`config.mk`:
```
export PLATFORM = sky130hd
export DESIGN_NAME = utf32_to_utf8_encoder
export DESIGN_NICKNAME = d
export VERILOG_FILES = /design/src/rtl/utf8e_pkg.sv /design/src/rtl/utf8e_front.sv /design/src/rtl/utf8e_fifo.sv /design/src/rtl/utf8e_back.sv /design/src/rtl/utf32_to_utf8_encoder.sv
export VERILOG_INCLUDE_DIRS = /design/src /design/src/rtl
export SDC_FILE = /design/constraint.sdc
export NUM_CORES = 1
export LEC_CHECK = 0
export ABC_AREA = 1
export BUFFER_PORTS_ARGS = -buffer_cell sky130_fd_sc_hd__clkbuf_2
export CORE_MARGIN = 4
export CORE_UTILIZATION = 35
export DETAILED_ROUTE_END_ITERATION = 10
export MAX_ROUTING_LAYER = met4
export PLACE_DENSITY = 0.51
export SYNTH_ARGS = -nofsm -noshare
export SYNTH_HDL_FRONTEND = slang
export SYNTH_SLANG_ARGS = --single-unit
```
`constraint.sdc`:
```
create_clock -name i_clk -period 6.8 [get_ports i_clk]
set_clock_uncertainty 0.15 [all_clocks]
set_input_delay 1.36 -clock i_clk [delete_from_list [all_inputs] [get_ports i_clk]]
set_output_delay 1.36 -clock i_clk [all_outputs]
set_load 0.03 [all_outputs]
```
`src/rtl/utf32_to_utf8_encoder_assert.svh`:
```
// ----------------------------------------------------------------------------
// UTF-8 encoder assertion macros
// Shared property wrappers for the encoder's concurrent checks.
// ----------------------------------------------------------------------------
`ifndef UTF32_TO_UTF8_ENCODER_ASSERT_SVH
`define UTF32_TO_UTF8_ENCODER_ASSERT_SVH

// Same-cycle implication, quiet during reset
`define UTF8E_ASSERT_IMPLY(label, clk, rst_n, ante, cons) \
    label: assert property (@(posedge clk) disable iff (!(rst_n)) (ante) |-> (cons)) \
        else $error("utf8e: same-cycle check failed");

// Next-cycle implication, quiet during reset
`define UTF8E_ASSERT_NEXT(label, clk, rst_n, ante, cons) \
    label: assert property (@(posedge clk) disable iff (!(rst_n)) (ante) |=> (cons)) \
        else $error("utf8e: next-cycle check failed");

`endif

```
`src/rtl/utf8e_pkg.sv`:
```
// ----------------------------------------------------------------------------
// UTF-8 encoder package
// Payload types, status codes and the job record passed from front to back.
// ----------------------------------------------------------------------------
package utf8e_pkg;

    localparam int unsigned JOB_DEPTH = 2;
    localparam int unsigned JOB_PTR_W = $clog2(JOB_DEPTH);
    localparam int unsigned JOB_CNT_W = $clog2(JOB_DEPTH + 1);

    typedef enum logic [1:0] {
        ST_OK      = 2'd0,
        ST_NUL     = 2'd1,
        ST_NOROOM  = 2'd2,
        ST_IGNORED = 2'd3
    } t_status;

    typedef struct packed {
        logic [31:0] code_point;
        logic        final_item;
    } t_item;

    typedef struct packed {
        logic [7:0]  out_byte;
        logic        byte_valid;
        logic        last_of_run;
        t_status     status;
        logic [15:0] bytes_total;
    } t_result;

    // One classified item: up to four bytes, first byte in seq[0]
    typedef struct packed {
        logic [3:0][7:0] seq;
        logic [1:0]      len_m1;
        logic            byte_valid;
        t_status         status;
        logic [15:0]     base;
    } t_job;

endpackage

```
`src/rtl/utf8e_front.sv`:
```
// ----------------------------------------------------------------------------
// UTF-8 encoder front end
// Accepts code points, encodes and checks them against the capacity, keeps
// the string byte count and halt flag, and issues one job per transaction.
// ----------------------------------------------------------------------------
module utf8e_front import utf8e_pkg::*; (
    input  logic        i_clk,
    input  logic        i_rst_n,
    input  logic        i_push,
    input  t_item       i_item,
    input  logic        i_q_full,
    output logic        o_full,
    output logic        o_job_push,
    output t_job        o_job,
    input  logic        i_cfg_valid,
    output logic        o_cfg_ready,
    input  logic [15:0] i_cfg_data
);

    logic [15:0] r_capacity;
    logic [15:0] r_bytes_used;
    logic        r_halted;
    logic [15:0] n_bytes_used;
    logic        n_halted;

    logic        accept;
    logic [31:0] cp;
    logic        is1, is2, is4, repl;
    logic [15:0] cp3;
    logic [1:0]  len_m1;
    logic [3:0][7:0] seq;
    logic [16:0] sum;
    logic        fits;

    assign accept      = i_push && !i_q_full;
    assign o_full      = i_q_full;
    assign o_cfg_ready = 1'b1;
    assign o_job_push  = accept;
    assign cp          = i_item.code_point;

    always_comb begin
        is1  = cp < 32'h80;
        is2  = !is1 && (cp < 32'h800);
        is4  = (cp >= 32'h1_0000) && (cp < 32'h11_0000);
        repl = (cp >= 32'h11_0000) || ((cp >= 32'hD800) && (cp <= 32'hDFFF));
        cp3  = repl ? 16'hFFFD : cp[15:0];
        seq  = '0;
        priority if (is1) begin
            len_m1 = 2'd0;
            seq[0] = cp[7:0];
        end else if (is2) begin
            len_m1 = 2'd1;
            seq[0] = {3'b110, cp[10:6]};
            seq[1] = {2'b10, cp[5:0]};
        end else if (is4) begin
            len_m1 = 2'd3;
            seq[0] = {5'b11110, cp[20:18]};
            seq[1] = {2'b10, cp[17:12]};
            seq[2] = {2'b10, cp[11:6]};
            seq[3] = {2'b10, cp[5:0]};
        end else begin
            len_m1 = 2'd2;
            seq[0] = {4'b1110, cp3[15:12]};
            seq[1] = {2'b10, cp3[11:6]};
            seq[2] = {2'b10, cp3[5:0]};
        end
        sum  = {1'b0, r_bytes_used} + {15'd0, len_m1} + 17'd1;
        fits = sum <= {1'b0, r_capacity};
    end

    always_comb begin
        o_job            = '0;
        o_job.base       = r_bytes_used;
        n_bytes_used     = r_bytes_used;
        n_halted         = r_halted;
        priority if (r_halted) begin
            o_job.status = ST_IGNORED;
        end else if (!fits) begin
            o_job.status = ST_NOROOM;
            n_halted     = 1'b1;
        end else if (cp == 32'd0) begin
            o_job.status     = ST_NUL;
            o_job.byte_valid = 1'b1;
            n_bytes_used     = sum[15:0];
            n_halted         = 1'b1;
        end else begin
            o_job.status     = ST_OK;
            o_job.byte_valid = 1'b1;
            o_job.seq        = seq;
            o_job.len_m1     = len_m1;
            n_bytes_used     = sum[15:0];
        end
        // final item rearms for the next string whatever happened
        if (i_item.final_item) begin
            n_bytes_used = '0;
            n_halted     = 1'b0;
        end
    end

    always_ff @(posedge i_clk) begin
        if (!i_rst_n) begin
            r_capacity   <= 16'hFFFF;
            r_bytes_used <= '0;
            r_halted     <= 1'b0;
        end else if (i_cfg_valid) begin
            r_capacity   <= i_cfg_data;
            r_bytes_used <= '0;
            r_halted     <= 1'b0;
        end else if (accept) begin
            r_bytes_used <= n_bytes_used;
            r_halted     <= n_halted;
        end
    end

endmodule

```
`src/rtl/utf8e_fifo.sv`:
```
// ----------------------------------------------------------------------------
// UTF-8 encoder job queue
// Short FIFO of classified jobs between the front end and the serialiser.
// ----------------------------------------------------------------------------
module utf8e_fifo import utf8e_pkg::*; (
    input  logic i_clk,
    input  logic i_rst_n,
    input  logic i_push,
    input  t_job i_data,
    output logic o_full,
    input  logic i_pop,
    output logic o_empty,
    output t_job o_data
);

    t_job                 r_mem [JOB_DEPTH];
    logic [JOB_PTR_W-1:0] r_wr_ptr;
    logic [JOB_PTR_W-1:0] r_rd_ptr;
    logic [JOB_CNT_W-1:0] r_count;
    logic                 do_push;
    logic                 do_pop;

    assign o_full  = r_count == JOB_CNT_W'(JOB_DEPTH);
    assign o_empty = r_count == '0;
    assign do_push = i_push && !o_full;
    assign do_pop  = i_pop && !o_empty;
    assign o_data  = r_mem[r_rd_ptr];

    always_ff @(posedge i_clk) begin
        if (do_push) begin
            r_mem[r_wr_ptr] <= i_data;
        end
    end

    always_ff @(posedge i_clk) begin
        if (!i_rst_n) begin
            r_wr_ptr <= '0;
            r_rd_ptr <= '0;
            r_count  <= '0;
        end else begin
            if (do_push) begin
                r_wr_ptr <= (r_wr_ptr == JOB_PTR_W'(JOB_DEPTH - 1)) ? '0 : r_wr_ptr + 1'b1;
            end
            if (do_pop) begin
                r_rd_ptr <= (r_rd_ptr == JOB_PTR_W'(JOB_DEPTH - 1)) ? '0 : r_rd_ptr + 1'b1;
            end
            unique case ({do_push, do_pop})
                2'b10:   r_count <= r_count + 1'b1;
                2'b01:   r_count <= r_count - 1'b1;
                default: r_count <= r_count;
            endcase
        end
    end

endmodule

```
`src/rtl/utf8e_back.sv`:
```
// ----------------------------------------------------------------------------
// UTF-8 encoder back end
// Walks each job one byte per cycle into a registered result stage, while that stage is free to load.
// ----------------------------------------------------------------------------
module utf8e_back import utf8e_pkg::*; (
    input  logic    i_clk,
    input  logic    i_rst_n,
    input  logic    i_job_valid,
    input  t_job    i_job,
    output logic    o_job_pop,
    input  logic    i_pop,
    output logic    o_empty,
    output t_result o_result
);

    logic    r_valid;
    logic [1:0] r_idx;
    t_result r_result;
    t_result n_result;
    logic    load;
    logic    take;
    logic    last;

    // result stage frees up when empty or being taken this cycle
    assign load      = !r_valid || i_pop;
    assign take      = load && i_job_valid;
    assign last      = r_idx == i_job.len_m1;
    assign o_job_pop = take && last;
    assign o_empty   = !r_valid;
    assign o_result  = r_result;

    always_comb begin
        n_result             = '0;
        n_result.out_byte    = i_job.seq[r_idx];
        n_result.byte_valid  = i_job.byte_valid;
        n_result.last_of_run = last;
        n_result.status      = i_job.status;
        n_result.bytes_total = i_job.base + {14'd0, r_idx} + {15'd0, i_job.byte_valid};
    end

    always_ff @(posedge i_clk) begin
        if (!i_rst_n) begin
            r_valid <= 1'b0;
            r_idx   <= '0;
        end else begin
            if (load) begin
                r_valid <= i_job_valid;
            end
            if (take) begin
                r_idx <= last ? 2'd0 : r_idx + 2'd1;
            end
        end
    end

    always_ff @(posedge i_clk) begin
        if (take) begin
            r_result <= n_result;
        end
    end

endmodule

```
`src/rtl/utf32_to_utf8_encoder.sv`:
```
// ----------------------------------------------------------------------------
// UTF-32 to UTF-8 encoder
// Each accepted code point yields its UTF-8 bytes, one result per byte, or a
// single result (NUL, no room, ignored while halted). The front end takes
// a code point every cycle while its two-entry job queue has room; the back
// end drives one result per cycle while the receiver pops. The result port
// is the limit on sustained rate. A result passes through the job queue and
// the registered result stage before it appears on the ports. The capacity
// write channel is always ready and needs no clearing pass after reset.
// ----------------------------------------------------------------------------
module utf32_to_utf8_encoder import utf8e_pkg::*; (
    input  logic        i_clk,
    input  logic        i_rst_n,
    input  logic        i_push,
    input  t_item       i_item,
    output logic        o_full,
    input  logic        i_pop,
    output logic        o_empty,
    output t_result     o_result,
    input  logic        i_cfg_valid,
    output logic        o_cfg_ready,
    input  logic [15:0] i_cfg_data
);

    `include "utf32_to_utf8_encoder_assert.svh"

    t_job q_in;
    t_job q_out;
    logic q_push;
    logic q_full;
    logic q_pop;
    logic q_empty;

    utf8e_front u_front (
        .i_clk       (i_clk),
        .i_rst_n     (i_rst_n),
        .i_push      (i_push),
        .i_item      (i_item),
        .i_q_full    (q_full),
        .o_full      (o_full),
        .o_job_push  (q_push),
        .o_job       (q_in),
        .i_cfg_valid (i_cfg_valid),
        .o_cfg_ready (o_cfg_ready),
        .i_cfg_data  (i_cfg_data)
    );

    utf8e_fifo u_fifo (
        .i_clk   (i_clk),
        .i_rst_n (i_rst_n),
        .i_push  (q_push),
        .i_data  (q_in),
        .o_full  (q_full),
        .i_pop   (q_pop),
        .o_empty (q_empty),
        .o_data  (q_out)
    );

    utf8e_back u_back (
        .i_clk       (i_clk),
        .i_rst_n     (i_rst_n),
        .i_job_valid (!q_empty),
        .i_job       (q_out),
        .o_job_pop   (q_pop),
        .i_pop       (i_pop),
        .o_empty     (o_empty),
        .o_result    (o_result)
    );

    // nothing can appear at the output without a queued job behind it
    `UTF8E_ASSERT_NEXT(a_no_invented_result, i_clk, i_rst_n, o_empty && q_empty, o_empty)
    // every accepted transaction lands in the job queue
    `UTF8E_ASSERT_NEXT(a_push_queued, i_clk, i_rst_n, i_push && !o_full, !q_empty)
    // the back end only retires a job that is present
    `UTF8E_ASSERT_IMPLY(a_pop_nonempty, i_clk, i_rst_n, q_pop, !q_empty)

endmodule

```
Word level (Yosys, flattened, before mapping)
Memories as Yosys holds them, arrays and structs flattened. A register that Yosys moved wholly into a read port is not among the register bits.
Cells that the tools add are included.
{ "totals": {"memories": 1, "ff_bits": 68, "inputBits": 54, "elab_cells": 91, "out_inout_bits": 31, "ram_bits": 106} }
{ "classes": {"n_reduce_logical": 20, "addsub": 9, "eq_ne": 5, "magnitude_cmp": 9, "bitwise_logic": 1, "n_mux": 33} }
{ "memory_table": {"columns": ["name", "words", "word_bits", "read_ports", "rd_ports_with_merged_regs", "write_ports", "line", "text"], "rows": [
  ["u_fifo.r_mem", 2, 53, 1, 1, 1, "utf8e_fifo.sv:16", "t_job r_mem [JOB_DEPTH];"]
]} }
{ "ops": {"columns": ["op", "n"], "rows": [
  ["2-to-1 mux 16 bit", 6],
  ["2-to-1 mux 35 bit", 2],
  ["2-to-1 mux 34 bit", 1],
  [">= comparator 32 x 16 -> 1 bit, second input constant", 1],
  [">= comparator 32 x 17 -> 1 bit, second input constant", 1],
  [">= comparator 32 x 21 -> 1 bit, second input constant", 1],
  ["less-or-equal comparator 32 x 16 -> 1 bit, second input constant", 1],
  ["logical NOT 32 bit", 1],
  ["less-than comparator 32 x 12 -> 1 bit, second input constant", 1],
  ["less-than comparator 32 x 21 -> 1 bit, second input constant", 1],
  ["less-than comparator 32 x 8 -> 1 bit, second input constant", 1],
  ["2-to-1 mux 24 bit", 1],
  ["2-to-1 mux 8 bit", 3],
  ["2-to-1 mux 22 bit", 1],
  ["adder 16 x 2 -> 17 bit", 1],
  ["adder 17 x 1 -> 17 bit, second input constant", 1],
  ["less-or-equal comparator 17 x 16 -> 1 bit", 1],
  ["adder 16 x 1 -> 16 bit", 1],
  ["adder 16 x 2 -> 16 bit", 1],
  ["binary-select mux 8 bit (select 2 bit)", 1],
  ["2-to-1 mux 1 bit", 12],
  ["2-to-1 mux 2 bit", 5],
  ["logical AND 1 bit", 8],
  ["adder 2 x 1 -> 2 bit, second input constant", 2],
  ["other kinds (15)", 22]
]} }

Depth between registers and ports, before layout
Gate-level depths: netlist (run 1).
{ "depth": {"depth_word": 11, "depth_mapped": 28, "mapped_depth_nobuf": 28} }

Cells and area by module
A second synthesis (run 1) with hierarchy kept.
{ "unflattened": {"hier_cells": 835, "hier_area_um2": 8812.2} }
{ "modules_own_cells": {"columns": ["mod", "cells_per_inst", "instances", "seq_area_each_um2", "area_each_um2"], "rows": [
  ["utf8e_fifo", 205, 1, 3283.1, 4327.9],
  ["utf8e_front", 444, 1, 660.6, 2821.5],
  ["utf8e_back", 185, 1, 900.9, 1659.1],
  ["utf32_to_utf8_encoder", 1, 1, 0.0, 3.8]
]} }

Worst setup path after synthesis (run 1)
No wires, ideal clock.
{ "synth_timing": {"kind": "input-to-reg", "start": "in i_item[24] (netlist bit)", "end": "mem u_fifo.r_mem[0][34] (netlist bit), data pin", "required_time_ps": 6502, "cell_stages": 25, "path_slack_ps": 1375, "setup_time_ps": 148, "arrival_ps": 5127, "n_path_buf": 2, "cell_sequence": "nor3_2 nand2_1 nor2_1 nand2_1 nor2_1 nand2_1 nand2_2 inv_1 ha_1 fa_1 nand3b_4 nor2_4 nand4_1 nor2_1 xor2_1 ha_1 a21oi_1 o211ai_2 nor2_2 nand3_2 nand2_2 buf_6 nand3_4 buf_6 nor2_1"} }
{ "synth_lines": {"columns": ["element", "line", "text"], "rows": [
  ["start, declared", "utf32_to_utf8_encoder.sv:15", "input t_item i_item,"],
  ["end, declared", "utf8e_fifo.sv:16", null]
]} }

==> impl_results.md, run 1 <==
- Postcts setup bufs: 0
- Area growth syn-to-layout: 16.5%
- Number of global-route vias before repair: 5464
- IO Port Bufs: 83
- Hold Path Stages: 2
- DPL Wire Length: 12600 microns
- Final ANT Viol Nets: 0
- TritonCTS clock tree: built
- Fin cells: 1151
- Hold slack: 0.325 ns
- Post-route cell area: 9210 sq um
- Multi-input combinational cell area: 2840 sq um
- Peak supply drop: 161 uV
- # clock sinks: 167
- CP arrival: 5.73 ns
- DR vias: 5542
- Clk_lat worst skew: 0.43 ns
- Worst Setup Start Kind: input port
- Min-Delay Path Class: register to register
- DR iter-0 viols: 465
- # fillers: 2135
- Dpl cell area: 8600 sq um
- Syn Nets: 853
- Syn Area/Cell: 10.2 sq um
- Net Sw Frac: 0.256
- CP required: 6.87 ns
- Die footprint: 25100 sq um
- Max stage delay cell, worst path: fa_1
- Top FF cell, synth: edfxtp_1
- R2R setup slack: 2.85 ns
- Tot Pwr: 2450 uW
- Reg2Reg Depth: 16
- WS Path Type: input port to register
- Vias per inst: 4.81
- Static Leak: 0.00361 uW
- Fin crit period: 5.65 ns
- Most common cell in the synthesized netlist: edfxtp_1
- Die H: 158 microns
- Final hold vios: 0
- Sequential area share after synthesis: 0.582
- CTS Root Cell: clkbuf_16
- Number of synthesized flops with an enable pin: 126
- RR Endpoint: u_fifo.r_mem[1][31]
- Synthesis Warnings: 0
- Asr flop ratio synth: 0
- TNS Setup: 0 ns
- WL final: 18200 microns
- FP Rows: 54
- Power Internal: 1820 uW
- Outcome: complete, no violations
- Effective utilization at floorplan: 0.359
- Synth area leader: edfxtp_1
- Avg WL per Cell: 15.8 microns
- Cell variety after synth: 49
- #FFs+latches synth: 167
- Slew Limit Fails: 0
- # IOs: 85
- CTS resizes: 0
- Fmax: 0.177 GHz
- Clk buf depth: 2
- Worst path cell trace: clkbuf_2 > nor3_2 > nand2_1 > nor2_1 > nand2_1 > nor2_1 > nand2_1 > nand2_2 > inv_1 > ha_1 > fa_1 > nand3b_4 > nor2_4 > nand4_1 > nor2_1 > xor2_1 > ha_1 > a21oi_1 > o211ai_2 > nor2_2 > nand3_2 > nand2_2 > nand3_4 > a211oi_1
- RSZ-0062 raised after global routing: false
- CTS H-tree depth: 4
- Least-Margin Pin Slew: 1.14 ns
- WP buf/inv: 2
- CP Max Fanout: 15
- Placed cell count: 1119
- Clk slew on worst S/H paths: 0.07 ns
- Hold_buf cts: 0
- Top post-synthesis cells by count: edfxtp_1 (126), nor2_1 (100), nand2_1 (92)
- Drt drc: 0
- Switch Pwr: 627 uW
- Register area: 4600 sq um
- Syn Inst Count: 776
- Endpoints failing setup: 0
- Clk pwr share: 0.411
- # diodes: 0
- NumNets Final: 935
- CP Capture Type: register
- DRT Pass-1 Iters: 4
- Total GRT Usage: 0.156
- Largest net degree at the start of global routing: 51
- Max stage delay on crit path: 0.41 ns
- Die Width: 158 microns
- Total gr overflow: 0
- Crit-path leading delay family: simple AND/OR/NAND/NOR gates
- Top cells by area, synth: edfxtp_1 (48%), dfxtp_1 (10%), nor2_1 (4.7%), nand2_1 (4.4%), a21oi_1 (4.2%)
- Worst Min Path Start: u_fifo.r_rd_ptr
- CTS Buf Count: 17
- First-pass GRT wire length: 29300 microns
- Area of the core: 22000 sq um
- Top cell type's share of synthesized area: 0.478
- Sequential share of power: 0.481
- Total of max-cap violations: 0
- Layout cells sized above 1: 0.186
- Fin crit share: 0.832
- GPL Wtd Cong: 0.886
- Comb pwr share: 0.108
- Post-synthesis cell area: 7910 sq um
- P per Cell Area: 266 nW/um^2
- Worst R2R Start: u_front.r_bytes_used[0]
- Worst slew margin: 0.236
- Initial antenna violation count: 0
-- logic make-up after synthesis --
group,Yosys count,share of synthesized area
adders and majority gates,23,0.0392
AOI/OAI and AO/OA,157,0.109
other,1,0.000474
and+or+nand+nor,273,0.162
buffers and inverters,116,0.0620
xor gates and xnor gates,30,0.0332
muxes,9,0.0114
DFF,167,0.582
-- power groups by stage --
stage | Combinational (uW) | Sequential, uW | Clock [uW]
4_1_cts | 269 | 1180 | 1030
2_1_floorplan | 131 | 1240 | 0
6_report | 265 | 1180 | 1010
5_1_grt | 297 | 1180 | 1080
3_5_place_dp | 268 | 1200 | 0
3_3_place_gp | 268 | 1200 | 0
-- per-layer routing --
metal  routed length (microns)  vias to the layer above  part of all wire  GRT usage
met1                      9280                     2550              0.51      0.228
met2                      7850                      136              0.43      0.222
met3                       900                       17             0.049     0.0299
met4                       191                        0             0.010     0.0451
li1                          -                     2839                 -          -
met5                         0                        -                 0          -
-- placed cells by master, fill, tap and decap left out, types with 9 or more instances in the layout --
cell       Yosys  layout
nand4_1       22      22
nor3_1         9       9
xor2_1        19      19
edfxtp_1     126     126
clkbuf_16      0      17
clkbuf_2       0      83
mux2i_1        9       9
inv_1         85      85
xnor2_1       11      11
dfxtp_1       41      41
nand2_1       92      92
a21oi_1       66      65
o22ai_1       13      13
ha_1          20      20
nor2_1       100      98
nand3_1       14      14
o21ai_0       53      53
-- worst reg2reg max path, cell delays in order (launching register included) --
cell and delay, ns:
dfxtp_1 0.40, inv_1 0.06, ha_1 0.23, fa_1 0.41, nand3b_4 0.20, nor2_4 0.19, nand4_1 0.14, nor2_1 0.15
xor2_1 0.23, ha_1 0.28, a21oi_1 0.19, o211ai_2 0.10, nor2_2 0.13, nand3_2 0.10, nand2_2 0.18, nand3_4 0.27
a211oi_1 0.36
-- final cells by class --
class                           count  share of cell area
Timing Repair Buffer               90              0.0508
Multi-Input combinational cell    493               0.308
Clock inverter                     14              0.0200
Sequential cell                   167               0.500
Inverter                           89              0.0363
Tap cell                          280              0.0380
Clock buffer                       18              0.0466
-- flip-flops by register name, indices dropped and copies added (netlist names), named ones only --
signal and cells:
u_front.r_halted 1, u_fifo.r_count 2, u_front.r_bytes_used 16, u_fifo.r_mem 98
u_back.r_idx 2, u_back.r_valid 1, u_back.o_result 28, u_fifo.r_wr_ptr 1
u_fifo.r_rd_ptr 1, u_front.r_capacity 16
-- worst max path at each step --
stage | slack (ns) | depth (start not counted) | from | end
6_report | 1.15 | 24 | i_item[24] | u_fifo.r_mem[1][31]
3_5_place_dp | 0.73 | 24 | i_item[18] | u_fifo.r_mem[1][31]
4_1_cts | 1.17 | 24 | i_item[18] | u_fifo.r_mem[1][31]
3_3_place_gp | 0.82 | 25 | i_item[24] | u_fifo.r_mem[0][31]
5_1_grt | 0.61 | 26 | i_item[24] | u_fifo.r_mem[0][50]
2_1_floorplan | 1.37 | 25 | i_item[24] | u_fifo.r_mem[0][34]
-- per-stage QoR --
step | utilization | worst slack, ns
2_1_floorplan | - | 1.37
3_3_place_gp | 0.390 | 0.815
3_5_place_dp | 0.390 | 0.727
4_1_cts | 0.418 | 1.17
5_1_grt | 0.418 | 0.608
6_report | 0.418 | 1.15
Power figures use the tool's default switching activity.
==> run 2, diff against run 1 <==
--- a/config.mk
+++ b/config.mk
@@ -6,13 +6,13 @@
 export SDC_FILE = /design/constraint.sdc
 export NUM_CORES = 1
 export LEC_CHECK = 0
-export ABC_AREA = 1
+export ABC_AREA = 0
 export BUFFER_PORTS_ARGS = -buffer_cell sky130_fd_sc_hd__clkbuf_2
 export CORE_MARGIN = 4
 export CORE_UTILIZATION = 35
 export DETAILED_ROUTE_END_ITERATION = 10
 export MAX_ROUTING_LAYER = met4
-export PLACE_DENSITY = 0.51
+export PLACE_DENSITY = 0.53
 export SYNTH_ARGS = -nofsm -noshare
 export SYNTH_HDL_FRONTEND = slang
 export SYNTH_SLANG_ARGS = --single-unit
==> constraint.sdc (replaced) <==
create_clock -name i_clk -period 4.88 [get_ports i_clk]
set_clock_uncertainty 0.15 [all_clocks]
set_input_delay 0.976 -clock i_clk [delete_from_list [all_inputs] [get_ports i_clk]]
set_output_delay 0.976 -clock i_clk [all_outputs]
set_load 0.03 [all_outputs]
==> impl_results.md, run 2 <==
- WL final: 17800 microns (was 18200 microns)
- Most frequent cells in the layout: edfxtp_1 (126), clkbuf_2 (83), buf_4 (57) (was edfxtp_1 (126), nor2_1 (98), nand2_1 (92))
- # clock sinks: 167 (unchanged)
- Slew Limit Fails: 0 (unchanged)
- Area growth syn-to-layout: 25.6% (was 16.5%)
- Avg WL per Cell: 17.0 microns (was 15.8 microns)
- Initial antenna violation count: 0 (unchanged)
- Min-Delay Path Class: register to register (unchanged)
- FP Rows: 54 (unchanged)
- CTS Buf Count: 17 (unchanged)
- Outcome: finished, violations left (was complete, no violations)
- P per Cell Area: 366 nW/um^2 (was 266 nW/um^2)
- Total gr overflow: 0 (unchanged)
- First-pass GRT wire length: 28500 microns (was 29300 microns)
- Setup slack after layout: -0.109 ns (was 1.15 ns)
- Asr flop ratio synth: 0 (unchanged)
- Failing checks: setup timing
- Fin cells: 1050 (was 1151)
- Number of synthesized flops with an enable pin: 126 (unchanged)
- Largest Register: u_fifo.r_mem (unchanged)
- Drt drc: 0 (unchanged)
- Post-synthesis cell area: 7780 sq um (was 7910 sq um)
- Fmax: 0.200 GHz
- DR vias: 5261 (was 5542)
- CP arrival: 5.16 ns (was 5.73 ns)
- Syn Inst Count: 619 (was 776)
- Hold Path Stages: 2 (unchanged)
- Total GRT Usage: 0.152 (was 0.156)
- CTS H-tree depth: 4 (unchanged)
- Worst R2R Start: u_front.r_bytes_used[0] (unchanged)
- CP Capture Type: register (unchanged)
- Layout cells sized above 1: 0.340 (was 0.186)
- Register area: 4610 sq um (was 4600 sq um)
- NumNets Final: 834 (was 935)
- Clk slew on worst S/H paths: 0.07 ns (about the same)
- WS Path Type: input port to register (unchanged)
- Top FF cell, synth: edfxtp_1 (unchanged)
- Syn Area/Cell: 12.6 sq um (was 10.2 sq um)
- Die Width: 157 microns (was 158 microns)
- Worst Min Path Start: u_front.r_capacity[13] (was u_fifo.r_rd_ptr)
- DR iter-0 viols: 256 (was 465)
- Fin crit period: 4.99 ns
- Max reg flops: 98 (unchanged)
- Top cell type's share of synthesized area: 0.486 (was 0.478)
- Synth area leader: edfxtp_1 (unchanged)
- Endpoints failing setup: 65 (was 0)
- Total of max-cap violations: 0 (unchanged)
- CP Max Fanout: 5 (was 15)
- # IOs: 85 (unchanged)
- Final ANT Viol Nets: 0 (unchanged)
- Worst slew margin: 0.301 (was 0.236)
- Die footprint: 24700 sq um (was 25100 sq um)
- Reg2Reg Depth: 17 (was 16)
- DRT Pass-1 Iters: 5 (was 4)
- Most common cell in the synthesized netlist: edfxtp_1 (unchanged)
- R2R setup slack: 0.83 ns (was 2.85 ns)
- GPL Wtd Cong: 0.884 (was 0.886)
- Effective utilization at floorplan: 0.356 (was 0.359)
- Sequential area share after synthesis: 0.592 (was 0.582)
- TritonCTS clock tree: built (unchanged)
- RSZ-0062 raised after global routing: true (was false)
- #FFs+latches synth: 167 (unchanged)
- Worst Setup Start Kind: input port (unchanged)
- Least-Margin Pin Slew: 1.05 ns (was 1.14 ns)
- # fillers: 2004 (was 2135)
- IO Port Bufs: 83 (unchanged)
- DPL Wire Length: 12600 microns (about the same)
- Clk buf depth: 2 (unchanged)
- Tot Pwr: 3570 uW (was 2450 uW)
- Number of global-route vias before repair: 5339 (was 5464)
- RR Endpoint: u_front.r_bytes_used[4] (was u_fifo.r_mem[1][31])
- Top cells by area, synth: edfxtp_1 (49%), dfxtp_1 (11%), mux4_2 (3.8%), ha_1 (3.2%), xnor2_1 (2.5%) (was edfxtp_1 (48%), dfxtp_1 (10%), nor2_1 (4.7%), nand2_1 (4.4%), a21oi_1 (4.2%))
- CP required: 5.06 ns (was 6.87 ns)
- Final hold vios: 0 (unchanged)
- Clk_lat worst skew: 0.42 ns (was 0.43 ns)
- Hold slack: 0.346 ns (was 0.325 ns)
- Fin crit share: 1.02
- Final core utilization: 0.448 (was 0.418)
- Largest net degree at the start of global routing: 41 (was 51)
- Area of the core: 21800 sq um (was 22000 sq um)
- Commonest non-fill, non-tap cell in the layout: edfxtp_1 (unchanged)
- Die H: 157 microns (was 158 microns)
- Static Leak: 0.00351 uW (was 0.00361 uW)
- Vias per inst: 5.01 (was 4.81)
- Cell variety after synth: 67 (was 49)
- Syn Nets: 696 (was 853)
- Synthesis Warnings: 0 (unchanged)
- Placed cell count: 1008 (was 1119)
- Worst Hold Endpoint: u_front.r_capacity[13]
- # diodes: 0 (unchanged)
- CTS Root Cell: clkbuf_16 (unchanged)
- Multi-input combinational cell area: 3200 sq um (was 2840 sq um)
- Peak supply drop: 234 uV (was 161 uV)
- Top post-synthesis cells by count: edfxtp_1 (126), nand2_1 (47), nor2_1 (42) (was edfxtp_1 (126), nor2_1 (100), nand2_1 (92))
run 2: critical path: stages:
cell,delay (ns)
clkbuf_2,0.09
nor4_2,0.25
and3_1,0.25
nand4_1,0.14
inv_2,0.11
a21oi_4,0.07
ha_4,0.17
fa_2,0.32
nand3b_1,0.23
nor2_2,0.18
buf_4,0.14
nand4_1,0.11
inv_1,0.11
nand3_2,0.10
xnor2_2,0.18
ha_1,0.32
nand4_1,0.11
nor2_2,0.08
a2111oi_4,0.41
o21bai_2,0.18
or3_4,0.41
o32ai_2,0.22
run 2: cell families (layout without fill, tap and decap cells):
kind of cell,Yosys count,after routing,share of synthesized area
DFF,167,167,0.592
AOI/OAI and AO/OA,119,119,0.110
xor gates and xnor gates,34,34,0.0383
and+or+nand+nor,173,174,0.112
muxes,38,38,0.0714
adders and majority gates,23,23,0.0399
other,1,1,0.000482
buffers and inverters,64,214,0.0359
run 2: worst max-delay path by stage:
| stage | start | to | slack, ns | cells past startpoint |
|---|---|---|---|---|
| 5_1_grt | i_item[25] | u_front.r_bytes_used[4] | -0.29 | 18 |
| 2_1_floorplan | i_item[31] | u_front.r_bytes_used[4] | -0.52 | 19 |
| 3_5_place_dp | i_item[19] | u_fifo.r_mem[0][37] | -0.85 | 20 |
| 3_3_place_gp | i_item[19] | u_fifo.r_mem[0][40] | -0.73 | 18 |
| 6_report | i_item[25] | u_front.r_bytes_used[4] | -0.11 | 22 |
| 4_1_cts | i_item[22] | u_front.r_bytes_used[2] | -0.12 | 21 |
run 2: repair_timing:
item,4_1_cts,5_1_grt
gates cloned,1,0
endpoints found under the hold margin,0,0
pin swaps,14,16
hold buffers,0,0
buffers inserted,5,5
gates resized for setup,46,13
endpoints found under the setup margin,78,83
run 2: cell type report:
class	count	area share
clock buffers	18	0.0439
clock inverters	14	0.0168
inverters	39	0.0150
multi-input cells	389	0.327
flip-flops and latches	167	0.471
well taps	280	0.0359
repair buffers	143	0.0898
run 2: stage by stage:
| step | setup slack [ns] | instance area, sq um | setup TNS (ns) |
|---|---|---|---|
| floorplan | -0.521 | 7840 | -33.10 |
| global placement | -0.731 | 8850 | -44.52 |
| detailed placement | -0.849 | 8850 | -52.54 |
| CTS | -0.116 | 9670 | -4.08 |
| global route | -0.289 | 9770 | -16.48 |
| finish | -0.109 | 9770 | -2.92 |
run 2: routing by layer:
layer,GRT usage,up-vias,wire (microns)
met4,0.0397,0,174
met2,0.227,96,8220
li1,-,2600,-
met5,-,-,0
met3,0.0300,11,671
met1,0.215,2554,8770
run 2: power breakdown:
group	leakage [uW]	internal [uW]	switching, uW
Combinational	0.00180	173	337
Clock	0.000287	769	585
Sequential	0.00142	1670	41.7
